File: src/design/dgvb_pkg.sv
package dgvb_pkg;

    // default geometry
    localparam int IMAGE_WIDTH  = 640;
    localparam int IMAGE_HEIGHT = 480;
    localparam int CELL_SIZE    = 16;
    localparam int CELLS_ACROSS = 40;
    localparam int CELLS_DOWN   = 30;

    // field widths
    localparam int KIND_W  = 2;
    localparam int ROW_W   = 9;
    localparam int COL_W   = 10;
    localparam int DISP_W  = 8;
    localparam int PDISP_W = 7;
    localparam int CIDX_W  = 11;
    localparam int HALF_W  = 64;
    localparam int MASK_W  = 2 * HALF_W;
    localparam int GAP_W   = 8;

    // reciprocal divide: exact while col * CELL_SIZE < 2**DIV_SHIFT
    localparam int DIV_SHIFT = 16;
    localparam int RECIP_W   = DIV_SHIFT + 1;
    localparam int PROD_W    = COL_W + RECIP_W;

    // item kinds
    localparam logic [KIND_W-1:0] KIND_PIXEL = 2'd0;
    localparam logic [KIND_W-1:0] KIND_READ  = 2'd1;
    localparam logic [KIND_W-1:0] KIND_CLEAR = 2'd2;
    localparam logic [KIND_W-1:0] KIND_NONE  = 2'd3;

    // result kinds
    localparam logic RES_POINT = 1'b0;
    localparam logic RES_MASK  = 1'b1;

    typedef logic [MASK_W-1:0] mask_t;

    // three-bit band d-1..d+1, clipped at both ends of the mask
    function automatic mask_t band_mask(input logic [PDISP_W-1:0] d);
        logic [MASK_W+1:0] wide;
        wide = (MASK_W + 2)'(3'b111) << d;
        return wide[MASK_W:1];
    endfunction

endpackage

File: src/design/dgvb_cell_map.sv
module dgvb_cell_map #(
    parameter int IMAGE_WIDTH  = dgvb_pkg::IMAGE_WIDTH,
    parameter int IMAGE_HEIGHT = dgvb_pkg::IMAGE_HEIGHT,
    parameter int CELL_SIZE    = dgvb_pkg::CELL_SIZE,
    parameter int CELLS_ACROSS = dgvb_pkg::CELLS_ACROSS,
    parameter int CELLS_DOWN   = dgvb_pkg::CELLS_DOWN,
    parameter int AW           = 11
) (
    input  logic                         clk,
    input  logic                         prod_en,
    input  logic [dgvb_pkg::ROW_W-1:0]   row,
    input  logic [dgvb_pkg::COL_W-1:0]   col,
    input  logic                         addr_en,
    output logic [AW-1:0]                cell_addr,
    output logic                         in_grid
);

    localparam int RECIP = (2 ** dgvb_pkg::DIV_SHIFT + CELL_SIZE - 1) / CELL_SIZE;

    // stage 1: reciprocal products and image bounds
    logic [dgvb_pkg::PROD_W-1:0] row_prod_reg;
    logic [dgvb_pkg::PROD_W-1:0] col_prod_reg;
    logic                        row_ok_reg;
    logic                        col_ok_reg;

    // stage 2: row-major cell address
    logic [dgvb_pkg::ROW_W-1:0]  cy;
    logic [dgvb_pkg::COL_W-1:0]  cx;
    logic [AW-1:0]               cell_addr_reg;
    logic                        in_grid_reg;
    logic [31:0]                 addr_full;

    always_ff @(posedge clk)
    begin
        if (prod_en)
        begin
            row_prod_reg <= dgvb_pkg::PROD_W'(row) * dgvb_pkg::PROD_W'(RECIP);
            col_prod_reg <= dgvb_pkg::PROD_W'(col) * dgvb_pkg::PROD_W'(RECIP);
            row_ok_reg   <= 32'(row) < 32'(IMAGE_HEIGHT);
            col_ok_reg   <= 32'(col) < 32'(IMAGE_WIDTH);
        end
    end

    assign cy        = row_prod_reg[dgvb_pkg::DIV_SHIFT +: dgvb_pkg::ROW_W];
    assign cx        = col_prod_reg[dgvb_pkg::DIV_SHIFT +: dgvb_pkg::COL_W];
    assign addr_full = 32'(cy) * 32'(CELLS_ACROSS) + 32'(cx);

    always_ff @(posedge clk)
    begin
        if (addr_en)
        begin
            cell_addr_reg <= addr_full[AW-1:0];
            in_grid_reg   <= row_ok_reg && col_ok_reg
                             && (32'(cx) < 32'(CELLS_ACROSS))
                             && (32'(cy) < 32'(CELLS_DOWN));
        end
    end

    assign cell_addr = cell_addr_reg;
    assign in_grid   = in_grid_reg;

endmodule

File: config.mk
export PLATFORM = sky130hd
export DESIGN_NAME = dgvb_cell_map
export DESIGN_NICKNAME = d
export VERILOG_FILES = /design/src/design/dgvb_pkg.sv /design/src/design/dgvb_cell_map.sv
export SDC_FILE = /design/constraint.sdc
export NUM_CORES = 1
export LEC_CHECK = 0
export ABC_AREA = 1
export BUFFER_PORTS_ARGS = -buffer_cell sky130_fd_sc_hd__buf_4
export CORE_UTILIZATION = 53
export DETAILED_ROUTE_END_ITERATION = 12
export HOLD_SLACK_MARGIN = 0.1
export PLACE_DENSITY = 0.81
export SLEW_MARGIN = 20
export SYNTH_ARGS = -nofsm -noshare
export SYNTH_HDL_FRONTEND = slang
export SYNTH_SLANG_ARGS = --single-unit
File: constraint.sdc
create_clock -name clk -period 5.67 [get_ports clk]
set_clock_uncertainty 0.2 [all_clocks]
set_input_delay 0.567 -clock clk [delete_from_list [all_inputs] [get_ports clk]]
set_output_delay 0.567 -clock clk [all_outputs]
set_load 0.05 [all_outputs]
# ---- Word-level counts from Yosys, hierarchy flattened
# Cells that the tools add are included.
dict set report word_totals {
  ram_bits 0
  word_cells 15
  mem_bits_ro 0
  input_bits 22
  ff_bits 33
  n_memories 0
  latch_bits 0
  output_inout_bits 12
}
dict set report classes {
  muxes 0
  order_cmp 4
  n_eq_ne 0
  multipliers 1
  n_bitwise 0
  reduce_logical 3
  div_mod_pow 0
  shift 0
  addsub 1
}
# operator count
set op_table {}
lappend op_table {{adder 11 x 6 -> 11 bit} 1}
lappend op_table {{< comparator 10 bit, second input constant} 1}
lappend op_table {{< comparator 9 bit, second input constant} 1}
lappend op_table {{multiplier 5 x 3 -> 8 bit, second input constant} 1}
lappend op_table {{< comparator 6 bit, second input constant} 1}
lappend op_table {{< comparator 5 bit, second input constant} 1}
lappend op_table {{logical AND 1 bit} 3}

# ---- Depth between registers and ports, before layout
# Gate-level depths: netlist of the first run.
dict set report logic_depth {
  ltp_word 3
  mapped_depth 10
  mapped_depth_nobuf 10
}

# ---- Worst setup path before layout of the first run
# Ideal clock, no wire load.
dict set report synth_timing {
  kind {flip-flop to flip-flop}
  from {register row_prod_reg[17] (netlist bit)}
  to {register cell_addr_reg[8], in the netlist cell_addr[8] (data pin)}
  setup_slack_ps 3382
  arrival_ps 1832
  n_path_buf 0
  stages_incl_launch_ff 9
  setup_ps 256
  period_less_slack_ps 2288
  path_cell_list {edfxtp_1 ha_1 ha_1 fa_1 nand2_1 inv_1 nand4_1 nand4_1 nand2_1}
}
dict set report synth_via {
  elab_chain_cells 2
}
# item line
set synth_rtl {}
lappend synth_rtl {{start, declared} dgvb_cell_map.sv:21} ;# logic [dgvb_pkg::PROD_W-1:0] row_prod_reg;
lappend synth_rtl {{start signal, assigned} dgvb_cell_map.sv:37} ;# row_prod_reg <= dgvb_pkg::PROD_W'(row) * dgvb_pkg::PROD_W'(RECIP);
lappend synth_rtl {{multiplier 5 x 3 -> 8 bit} dgvb_cell_map.sv:46} ;# assign addr_full = 32'(cy) * 32'(CELLS_ACROSS) + 32'(cx);
lappend synth_rtl {{adder 11 x 6 -> 11 bit} dgvb_cell_map.sv:46}
lappend synth_rtl {{via addr_full[8]} dgvb_cell_map.sv:31} ;# logic [31:0] addr_full;
lappend synth_rtl {{end signal, assigned} dgvb_cell_map.sv:52} ;# cell_addr_reg <= addr_full[AW-1:0];
lappend synth_rtl {{end, declared} dgvb_cell_map.sv:29} ;# logic [AW-1:0] cell_addr_reg;
# The timed path passes the listed nets, and every way through them passes these cells.
# A chain may end at the register's enable or synchronous reset.

# ---- Worst setup path in the final report of the first run
# Same ends and word-level chain as after synthesis.

==> run_results.csv, run 1 <==
group,metric,value,unit
die,die_width,48.5,um
cells_and_area,layout_common_cells,"edfxtp_1 (25), buf_4 (25), nand2_1 (19)",
clock_network,htree_num_levels,1,
sta,final-setup-viol-count,0,
cells_and_area,diodes,0,
placed_design,placed_cell_area,1370,sq um
sta,hold_violations,0,
power,p_comb_frac,0.299,
global_route,grt-ovfl-total,0,
yosys,seq_area_frac_synth,0.655,
cells_and_area,drive_above_1_share,0.278,
clock_network,clk_path_buf_depth,2,
flow_run,drv_cap,0,
drt,dr_total_vias,727,
critical_path,r2r-end,"cell_addr[8]",
cells_and_area,seq_area,751,sq um
sta,setup_tns,0,ps
sta,maxSlewHeadroom,0.857,
yosys,ys_types,19,
sta,tightest_slew,214,ps
drt,firstDrtPassIters,4,
global_route,grt.met1_usage,0.162,
global_route,grtUsageMet2,0.275,
die,start_util,0.572,
placed_design,hpwl,1240,um
power,ir_worst_vdd,0.184,mV
power,p_per_area,320,nW/um^2
sta,period_needed,2440,ps
yosys,synth-seq-cells,25,
global_route,grt_pass1_vias,711,
clock_network,cts_hold_buf,0,
cells_and_area,final_area,1390,sq um
cells_and_area,largest_register_ffs,11,
global_route,antenna_found_initial,0,
global_route,grt_start_max_net_pins,14,
cells_and_area,n_fill_cell,155,
critical_path,r2r_cells,8,
critical_path,startpoint,"row_prod_reg[17]",
critical_path,critPathLaunchType,"flop",
cells_and_area,area_growth,21.6,%
min_path,hp-start,"row[4]",
clock_network,clkSinkCount,25,
min_path,holdPathStages,1,
run_status,status,"complete, no violations",
yosys,synth_top_family_by_area,"simple AND/OR/NAND/NOR gates",
yosys,syn_avg_cell_area,13.3,sq um
yosys,synth_xor_area_frac,0.0229,
die,io_pins,34,
critical_path,cp.arrival,2320,ps
clock_network,cts-root-buf,"clkbuf_4",
die,die_area,2350,sq um
min_path,hold_class,"in -> reg",
clock_network,clk_latency,310,ps
sta,grt_setup_unrepaired,"false",
global_route,grt.total_usage,0.153,
sta,maxClockFrequency,409,MHz
yosys,synthesis.area,1150,sq um
clock_network,clk_pin_slew,120,ps
cells_and_area,multi_input_area,365,sq um
global_route,use_met3,0.0377,
clock_network,numCtsBuffers,3,
yosys,yosys.area_share.simple,0.135,
yosys,yosys_warnings,0,
yosys,synth_compound_area_frac,0.0273,
placed_design,place.port_buffers,25,
global_route,grt_pass1_wl,2670,um
power,seqPwrFrac,0.533,
die,num_rows,16,
yosys,synthAdderAreaFrac,0.133,
critical_path,r2r_slack,3230,ps
sta,post-route-period-util,0.431,
drt,vias_per_cell,5.12,
power,clockPowerShare,0.167,
yosys,synthCells,86,
drt,drt-total-wl,1580,um
clock_network,cts_resized,0,
critical_path,cp-end-kind,"flop",
drt,dr.first_iter.drc_count,7,
placed_design,gp_congestion,0.851,
power,p_int,303,uW
min_path,min_to,"row_prod_reg[16]",
clock_network,post-cts-setup-buffer-count,0,
critical_path,r2r-start,"row_prod_reg[17]",
critical_path,path_max_fanout,4,
power,sw_frac_of_total,0.320,
yosys,syn-num-nets,119,
power,p_switching,142,uW
drt,wl_per_cell,11.1,um
clock_network,cts_tree,"done",
critical_path,critical_path_class,"reg -> reg",
drt,drc_errors,0,
yosys,muxShareOfSynthArea,0,
sta,slew_viol_final,0,
die,core_region_area,2000,sq um
drt,postRouteAntennaNets,0,
critical_path,required,5550,ps
power,cellLeakagePower,0.612,nW
cells_and_area,nNetsFinal,149,
die,dieHeight,48.5,um
global_route,grt_busiest_layer,"met2",
worst max-delay path, cell delays in order, from the launching register on:
cell,delay (ps)
edfxtp_1,500
ha_1,340
ha_1,220
fa_1,570
nand2_1,70
inv_1,60
nand4_1,100
nand4_1,90
nand2_1,60
metrics by stage:
stage / utilization / cells / power, mW / hold slack, ps / setup WS [ps]
2_1_floorplan: - / 86 / 0.337 / 200 / 3380
3_3_place_gp: 0.683 / 138 / 0.372 / 205 / 3250
3_5_place_dp: 0.683 / 138 / 0.376 / 210 / 3260
4_1_cts: 0.696 / 142 / 0.450 / 221 / 3230
5_1_grt: 0.696 / 142 / 0.469 / 205 / 3110
6_report: 0.696 / 142 / 0.446 / 228 / 3230
worst max-delay path by stage:
| stage | to |
|---|---|
| floorplan | cell_addr[8] |
| global placement | cell_addr[8] |
| detailed placement | cell_addr[8] |
| CTS | cell_addr[8] |
| global route | cell_addr[8] |
| finish | cell_addr[8] |
synth_stat cells, drive strengths merged:
| library cell | n | area [sq um] |
|---|---|---|
| edfxtp | 25 | 751 |
| nand2 | 20 | 77.6 |
| ha | 9 | 113 |
| inv | 7 | 26.3 |
| nand3 | 7 | 40.0 |
| o21ai | 4 | 20.0 |
| nand4 | 3 | 18.8 |
| nor2 | 3 | 18.8 |
| fa | 2 | 40.0 |
| xor2 | 2 | 17.5 |
| a21oi | 1 | 5.00 |
| a31oi | 1 | 6.26 |
| clkinv | 1 | 3.75 |
| xnor2 | 1 | 8.76 |
layer usage:
layer	routed length (um)	part of all wire
met1	655	0.42
met5	0	0
met3	67	0.042
met4	38	0.024
met2	816	0.52
logic make-up (layout without fill, tap and decap cells):
| family | after synthesis | after routing |
|---|---|---|
| AO/OA/AOI/OAI | 6 | 6 |
| adder cells (fa/ha/maj) | 11 | 11 |
| buffers and inverters | 8 | 37 |
| AND/OR/NAND/NOR | 33 | 33 |
| XOR/XNOR | 3 | 3 |
| flip-flops | 25 | 25 |
power groups by stage:
stage,Clock (mW),Combinational [mW],Sequential [mW]
after CTS,0.0778,0.134,0.238
after floorplan,0,0.0524,0.285
final,0.0746,0.133,0.238
after detailed placement,0,0.133,0.242
after global placement,0,0.131,0.241
after global routing,0.0845,0.145,0.239
area by class of cell:
class	instances	share of cell area
Clock buffer	4	0.0189
Inverter	8	0.0215
Multi-Input combinational cell	53	0.262
Sequential cell	25	0.539
Tap cell	27	0.0242
Timing Repair Buffer	25	0.135
(Power assumes the default switching activity.)
==> run 2: changes to the inputs <==
--- a/config.mk
+++ b/config.mk
@@ -5,12 +5,12 @@
 export SDC_FILE = /design/constraint.sdc
 export NUM_CORES = 1
 export LEC_CHECK = 0
-export ABC_AREA = 1
+export ABC_AREA = 0
 export BUFFER_PORTS_ARGS = -buffer_cell sky130_fd_sc_hd__buf_4
-export CORE_UTILIZATION = 53
+export CORE_UTILIZATION = 49
 export DETAILED_ROUTE_END_ITERATION = 12
 export HOLD_SLACK_MARGIN = 0.1
-export PLACE_DENSITY = 0.81
+export PLACE_DENSITY = 0.76
 export SLEW_MARGIN = 20
 export SYNTH_ARGS = -nofsm -noshare
 export SYNTH_HDL_FRONTEND = slang
==> constraint.sdc (replaced) <==
create_clock -name clk -period 2.4 [get_ports clk]
set_clock_uncertainty 0.2 [all_clocks]
set_input_delay 0.24 -clock clk [delete_from_list [all_inputs] [get_ports clk]]
set_output_delay 0.24 -clock clk [all_outputs]
set_load 0.05 [all_outputs]
==> run 2 against run 1 <==
Against the previous run: final cell count shrank 8.5%; fmax grew 6.7%; flip-flop and latch count is the same; largest cell class unchanged; largest power group unchanged.
==> run_results.csv, run 2 <==
group,metric,value,unit
power,seqPwrFrac,0.522,
cells_and_area,final_area,1480,sq um
yosys,synth_top_area_frac,0.702,
cells_and_area,n_fill_cell,134,
cells_and_area,finalCoreUtilization,0.738,
yosys,synth_area_leaders,"edfxtp_1 (70%), ha_1 (11%), fa_1 (3.7%), xor2_1 (3.3%), xnor2_1 (2.5%)",
sta,post-route-period-util,0.954,
drt,dr_total_vias,630,
sta,final.setup.worst_slack,111,ps
clock_network,clkSinkCount,25,
global_route,grt.total_usage,0.159,
sta,grt_setup_unrepaired,"false",
sta,slew_viol_final,0,
critical_path,critical_path_class,"reg -> reg",
sta,period_needed,2290,ps
drt,wl_per_cell,12.6,um
sta,hold_violations,0,
cells_and_area,layout_commonest_cell,"buf_4",
die,start_util,0.534,
critical_path,startpoint,"row_prod_reg[19]",
sta,maxClockFrequency,437,MHz
cells_and_area,area_growth,38.0,%
critical_path,r2r_slack,110,ps
sta,setup_tns,0,ps
global_route,grt_pass1_vias,666,
placed_design,hpwl,1160,um
yosys,syn_avg_cell_area,18.1,sq um
global_route,grt_pass1_wl,2700,um
placed_design,place.port_buffers,25,
power,p_per_area,728,nW/um^2
cells_and_area,layout_common_cells,"buf_4 (27), edfxtp_1 (25), dlygate4sd3_1 (13)",
die,io_pins,34,
min_path,hold_class,"reg -> reg",
clock_network,numCtsBuffers,3,
global_route,grt_start_max_net_pins,15,
critical_path,critPathLaunchType,"flop",
power,p_switching,338,uW
drt,firstDrtPassIters,5,
clock_network,clk_latency,320,ps
power,sw_frac_of_total,0.314,
yosys,ys_async_sr_fraction,0,
placed_design,place_inst,113,
drt,drc_errors,0,
yosys,seq_area_frac_synth,0.702,
placed_design,place_ws,39.1,ps
yosys,yosysMostFrequentCell,"edfxtp_1",
clock_network,cts-root-buf,"clkbuf_4",
yosys,synth_enable_flop_cells,25,
clock_network,cts_tree,"done",
critical_path,r2r-start,"row_prod_reg[19]",
drt,vias_per_cell,4.85,
power,p_comb_frac,0.306,
drt,dr.first_iter.drc_count,6,
drt,drt-total-wl,1630,um
clock_network,htree_num_levels,1,
clock_network,clk_path_buf_depth,2,
global_route,antenna_found_initial,0,
power,p_int,737,uW
critical_path,path_max_fanout,3,
critical_path,cp-end-kind,"flop",
die,die_width,48.7,um
critical_path,cp.arrival,2180,ps
critical_path,r2r-end,"cell_addr[10]",
power,cellLeakagePower,0.612,nW
sta,maxSlewHeadroom,0.844,
yosys,synth-seq-cells,25,
yosys,yosysTopAreaCell,"edfxtp_1",
yosys,synthesis.area,1070,sq um
critical_path,r2r_cells,6,
yosys,ys.flop_type,"edfxtp_1",
yosys,synthCells,59,
cells_and_area,stdcell_count,130,
power,fin_total_pwr,1.08,mW
run_status,status,"complete, no violations",
die,die_area,2370,sq um
critical_path,required,2290,ps
cells_and_area,diodes,0,
cells_and_area,largest_register_ffs,11,
yosys,yosys_warnings,0,
yosys,ys_types,16,
drt,postRouteAntennaNets,0,
cells_and_area,nNetsFinal,137,
power,clockPowerShare,0.172,
yosys,synth_commonest_cells,"edfxtp_1 (25), ha_1 (9), xor2_1 (4), a21o_1 (3), xnor2_1 (3)",
clock_network,clk_pin_slew,130,ps
die,num_rows,16,
sta,whs,237,ps
flow_run,drv_cap,0,
sta,tightest_slew,233,ps
die,core_region_area,2000,sq um
critical_path,endpoint,"cell_addr[10]",
cells_and_area,drive_above_1_share,0.350,
placed_design,gp_congestion,0.749,
power,ir_worst_vdd,0.432,mV
placed_design,placed_cell_area,1310,sq um
global_route,grt-ovfl-total,0,
die,dieHeight,48.7,um
yosys,syn-num-nets,92,
sta,final-setup-viol-count,0,
## run 2: cell count changes after synthesis, moves of 3 or more
cell,delta
a21o_1,+3
inv_1,-6
nand2_1,-18
nand3_1,-5
## run 2: power groups by stage
stage / clock [mW] / combinational, mW / sequential (mW)
6_report: 0.185 / 0.329 / 0.561
2_1_floorplan: 0 / 0.102 / 0.681
3_3_place_gp: 0 / 0.299 / 0.570
3_5_place_dp: 0 / 0.306 / 0.572
4_1_cts: 0.184 / 0.324 / 0.562
5_1_grt: 0.199 / 0.354 / 0.567
## run 2: worst min-delay path by stage
stage | endpoint | startpoint | depth (start not counted)
after floorplan | col_prod_reg[16] | col[4] | 0
after global placement | cell_addr[0] | col_prod_reg[16] | 0
after detailed placement | cell_addr[0] | col_prod_reg[16] | 0
after CTS | cell_addr[0] | col_prod_reg[16] | 0
after global routing | cell_addr[0] | col_prod_reg[16] | 0
final | cell_addr[0] | col_prod_reg[16] | 0
## run 2: cell families (layout without fill, tap and decap cells)
kind of cell             after synthesis  after routing  share of synthesized area
buffers and inverters                  0             44                          0
XOR/XNOR                               7              7                     0.0573
flip-flops                            25             25                      0.702
AO/OA/AOI/OAI                          9              9                     0.0608
AND/OR/NAND/NOR                        7              7                     0.0374
adder cells (fa/ha/maj)               11             11                      0.143
## run 2: layout make-up
cell class | count | area (sq um) | area share
Clock inverter | 1 | 5.00 | 0.00339
Tap cell | 27 | 33.8 | 0.0229
Timing Repair Buffer | 40 | 333 | 0.225
Multi-Input combinational cell | 34 | 332 | 0.225
Sequential cell | 25 | 751 | 0.508
Clock buffer | 3 | 22.5 | 0.0153
## run 2: critical path, cell delays in order (launching register included)
cell      delay (ps)
edfxtp_1         450
ha_1             300
ha_1             240
fa_2             460
nand2_1          100
nor2_2            50
a32o_1           260
## run 2: repair_timing
| item | 4_1_cts | 5_1_grt |
|---|---|---|
| gates resized for setup | 0 | 3 |
| endpoints found under the hold margin | 38 | 0 |
| hold buffers | 13 | 0 |
| endpoints found under the setup margin | 0 | 3 |
| setup buffers | 0 | 0 |
## run 2: metal layers
layer,share of wire,vias up,global-route usage
li1,-,317,-
met4,0.026,0,0.0882
met2,0.56,23,0.303
met5,0,-,0
met1,0.37,285,0.160
met3,0.044,5,0.0283
==> run 3: changes to the inputs <==
--- a/config.mk
+++ b/config.mk
@@ -7,6 +7,7 @@
 export LEC_CHECK = 0
 export ABC_AREA = 0
 export BUFFER_PORTS_ARGS = -buffer_cell sky130_fd_sc_hd__buf_4
+export CORE_MARGIN = 2
 export CORE_UTILIZATION = 49
 export DETAILED_ROUTE_END_ITERATION = 12
 export HOLD_SLACK_MARGIN = 0.1
==> run 3 against run 2 <==
Against the previous run: setup slack lost 16 ps; core utilization shrank 0.63 points; die area grew 8.4%; cell area shrank 0.85%; final cell count shrank 0.77%; total power shrank 1.2%; worst hold slack lost 3.8 ps; critical path depth is the same; flip-flop and latch count is the same; largest power group unchanged; highest routed layer unchanged.
==> run_results.csv, run 3 (synthesized netlist as in run 2, its figures left out) <==
group,metric,value,unit
critical_path,r2r_slack,100,ps
critical_path,cp-end-kind,"flop",
global_route,grt-ovfl-total,0,
sta,period_needed,2300,ps
global_route,grt.total_usage,0.140,
cells_and_area,nNetsFinal,136,
global_route,grt_pass1_vias,632,
sta,hold_violations,0,
power,ir_worst_vdd,0.501,mV
power,cellLeakagePower,0.609,nW
drt,wl_per_cell,11.8,um
die,die_area,2570,sq um
clock_network,post-cts-setup-buffer-count,0,
cells_and_area,area_growth,36.8,%
sta,tightest_slew,220,ps
sta,grt_setup_unrepaired,"false",
die,dieHeight,50.7,um
global_route,antenna_found_initial,0,
die,die_width,50.7,um
drt,drc_errors,0,
drt,postRouteAntennaNets,0,
clock_network,htree_num_levels,1,
cells_and_area,layout_common_cells,"buf_4 (26), edfxtp_1 (25), dlygate4sd3_1 (13)",
die,core_region_area,2000,sq um
die,start_util,0.534,
clock_network,clk_latency,310,ps
sta,maxClockFrequency,434,MHz
flow_run,drv_cap,0,
placed_design,hpwl,1080,um
clock_network,numCtsBuffers,3,
critical_path,critPathLaunchType,"flop",
global_route,grt_start_max_net_pins,15,
clock_network,clkSinkCount,25,
drt,dr.first_iter.drc_count,6,
min_path,hold_class,"reg -> reg",
drt,vias_per_cell,4.80,
critical_path,path_max_fanout,3,
sta,slew_viol_final,0,
sta,final-setup-viol-count,0,
cells_and_area,diodes,0,
clock_network,cts-root-buf,"clkbuf_4",
global_route,grt_pass1_wl,2520,um
cells_and_area,layout_commonest_cell,"buf_4",
placed_design,place.port_buffers,25,
clock_network,clk_path_buf_depth,2,
die,num_rows,16,
drt,drt-total-wl,1520,um
drt,firstDrtPassIters,3,
power,p_per_area,725,nW/um^2
sta,setup_tns,0,ps
run_status,status,"complete, no violations",
critical_path,cp.arrival,2190,ps
cells_and_area,drive_above_1_share,0.324,
cells_and_area,largest_register_ffs,11,
drt,dr_total_vias,619,
sta,post-route-period-util,0.960,
critical_path,critical_path_class,"reg -> reg",
clock_network,clk_pin_slew,130,ps
cells_and_area,finalCoreUtilization,0.731,
placed_design,gp_congestion,0.759,
sta,maxSlewHeadroom,0.853,
clock_network,cts_tree,"done",
die,io_pins,34,
critical_path,required,2290,ps
==> run 3: changes by cell type in the layout (fill, tap and decap cells not counted), sizes merged <==
cell / change
buf: -1
==> run 3: routing by layer <==
layer	GRT usage	up-vias	routed length (um)	share of wire
met5	0	-	0	0
met4	0.0946	0	31	0.020
met3	0.0268	4	81	0.053
met2	0.248	22	828	0.55
met1	0.149	279	574	0.38
li1	-	314	-	-
==> run 3: report_power, final <==
group	switching, mW	internal (mW)
clock	0.119	0.0624
combinational	0.193	0.126
sequential	0.0168	0.544
==> run 3: path summary, 6_finish.rpt <==
kind | cells after the start | startpoint | endpoint
worst min register to register | 0 | col_prod_reg[18] | cell_addr[2]
worst max register to register | 6 | row_prod_reg[19] | cell_addr[10]
worst min-delay path | 0 | col_prod_reg[18] | cell_addr[2]
worst max-delay path | 6 | row_prod_reg[19] | cell_addr[10]
==> run 3: what timing repair did <==
item	CTS	global route
endpoints found under the setup margin	0	1
resized for setup	0	1
hold buffers	13	0
endpoints found under the hold margin	38	0
==> run 3: final cells by class <==
cell class	instances	area, sq um
repair buffers	39	325
well taps	27	33.8
fillers	134	538
clock inverters	1	5.00
multi-input cells	34	327
flip-flops and latches	25	751
clock buffers	3	22.5
==> run 3: through the flow <==
stage          cell area, sq um  setup slack, ps  power (mW)  hold WS, ps  instances
2_1_floorplan              1070              111       0.783          139         59
3_3_place_gp               1300             88.1       0.868          205        112
3_5_place_dp               1300             48.6       0.872          205        112
4_1_cts                    1460             32.8        1.07          235        129
5_1_grt                    1460             13.8        1.12          265        129
6_report                   1460             95.0        1.06          233        129
==> run 3: worst max-delay path: stages, from the launching register on <==
cell and delay [ps]:
edfxtp_1 450, ha_1 300, ha_1 230, fa_1 490
nand2_1 90, nor2_1 60, a32o_1 260
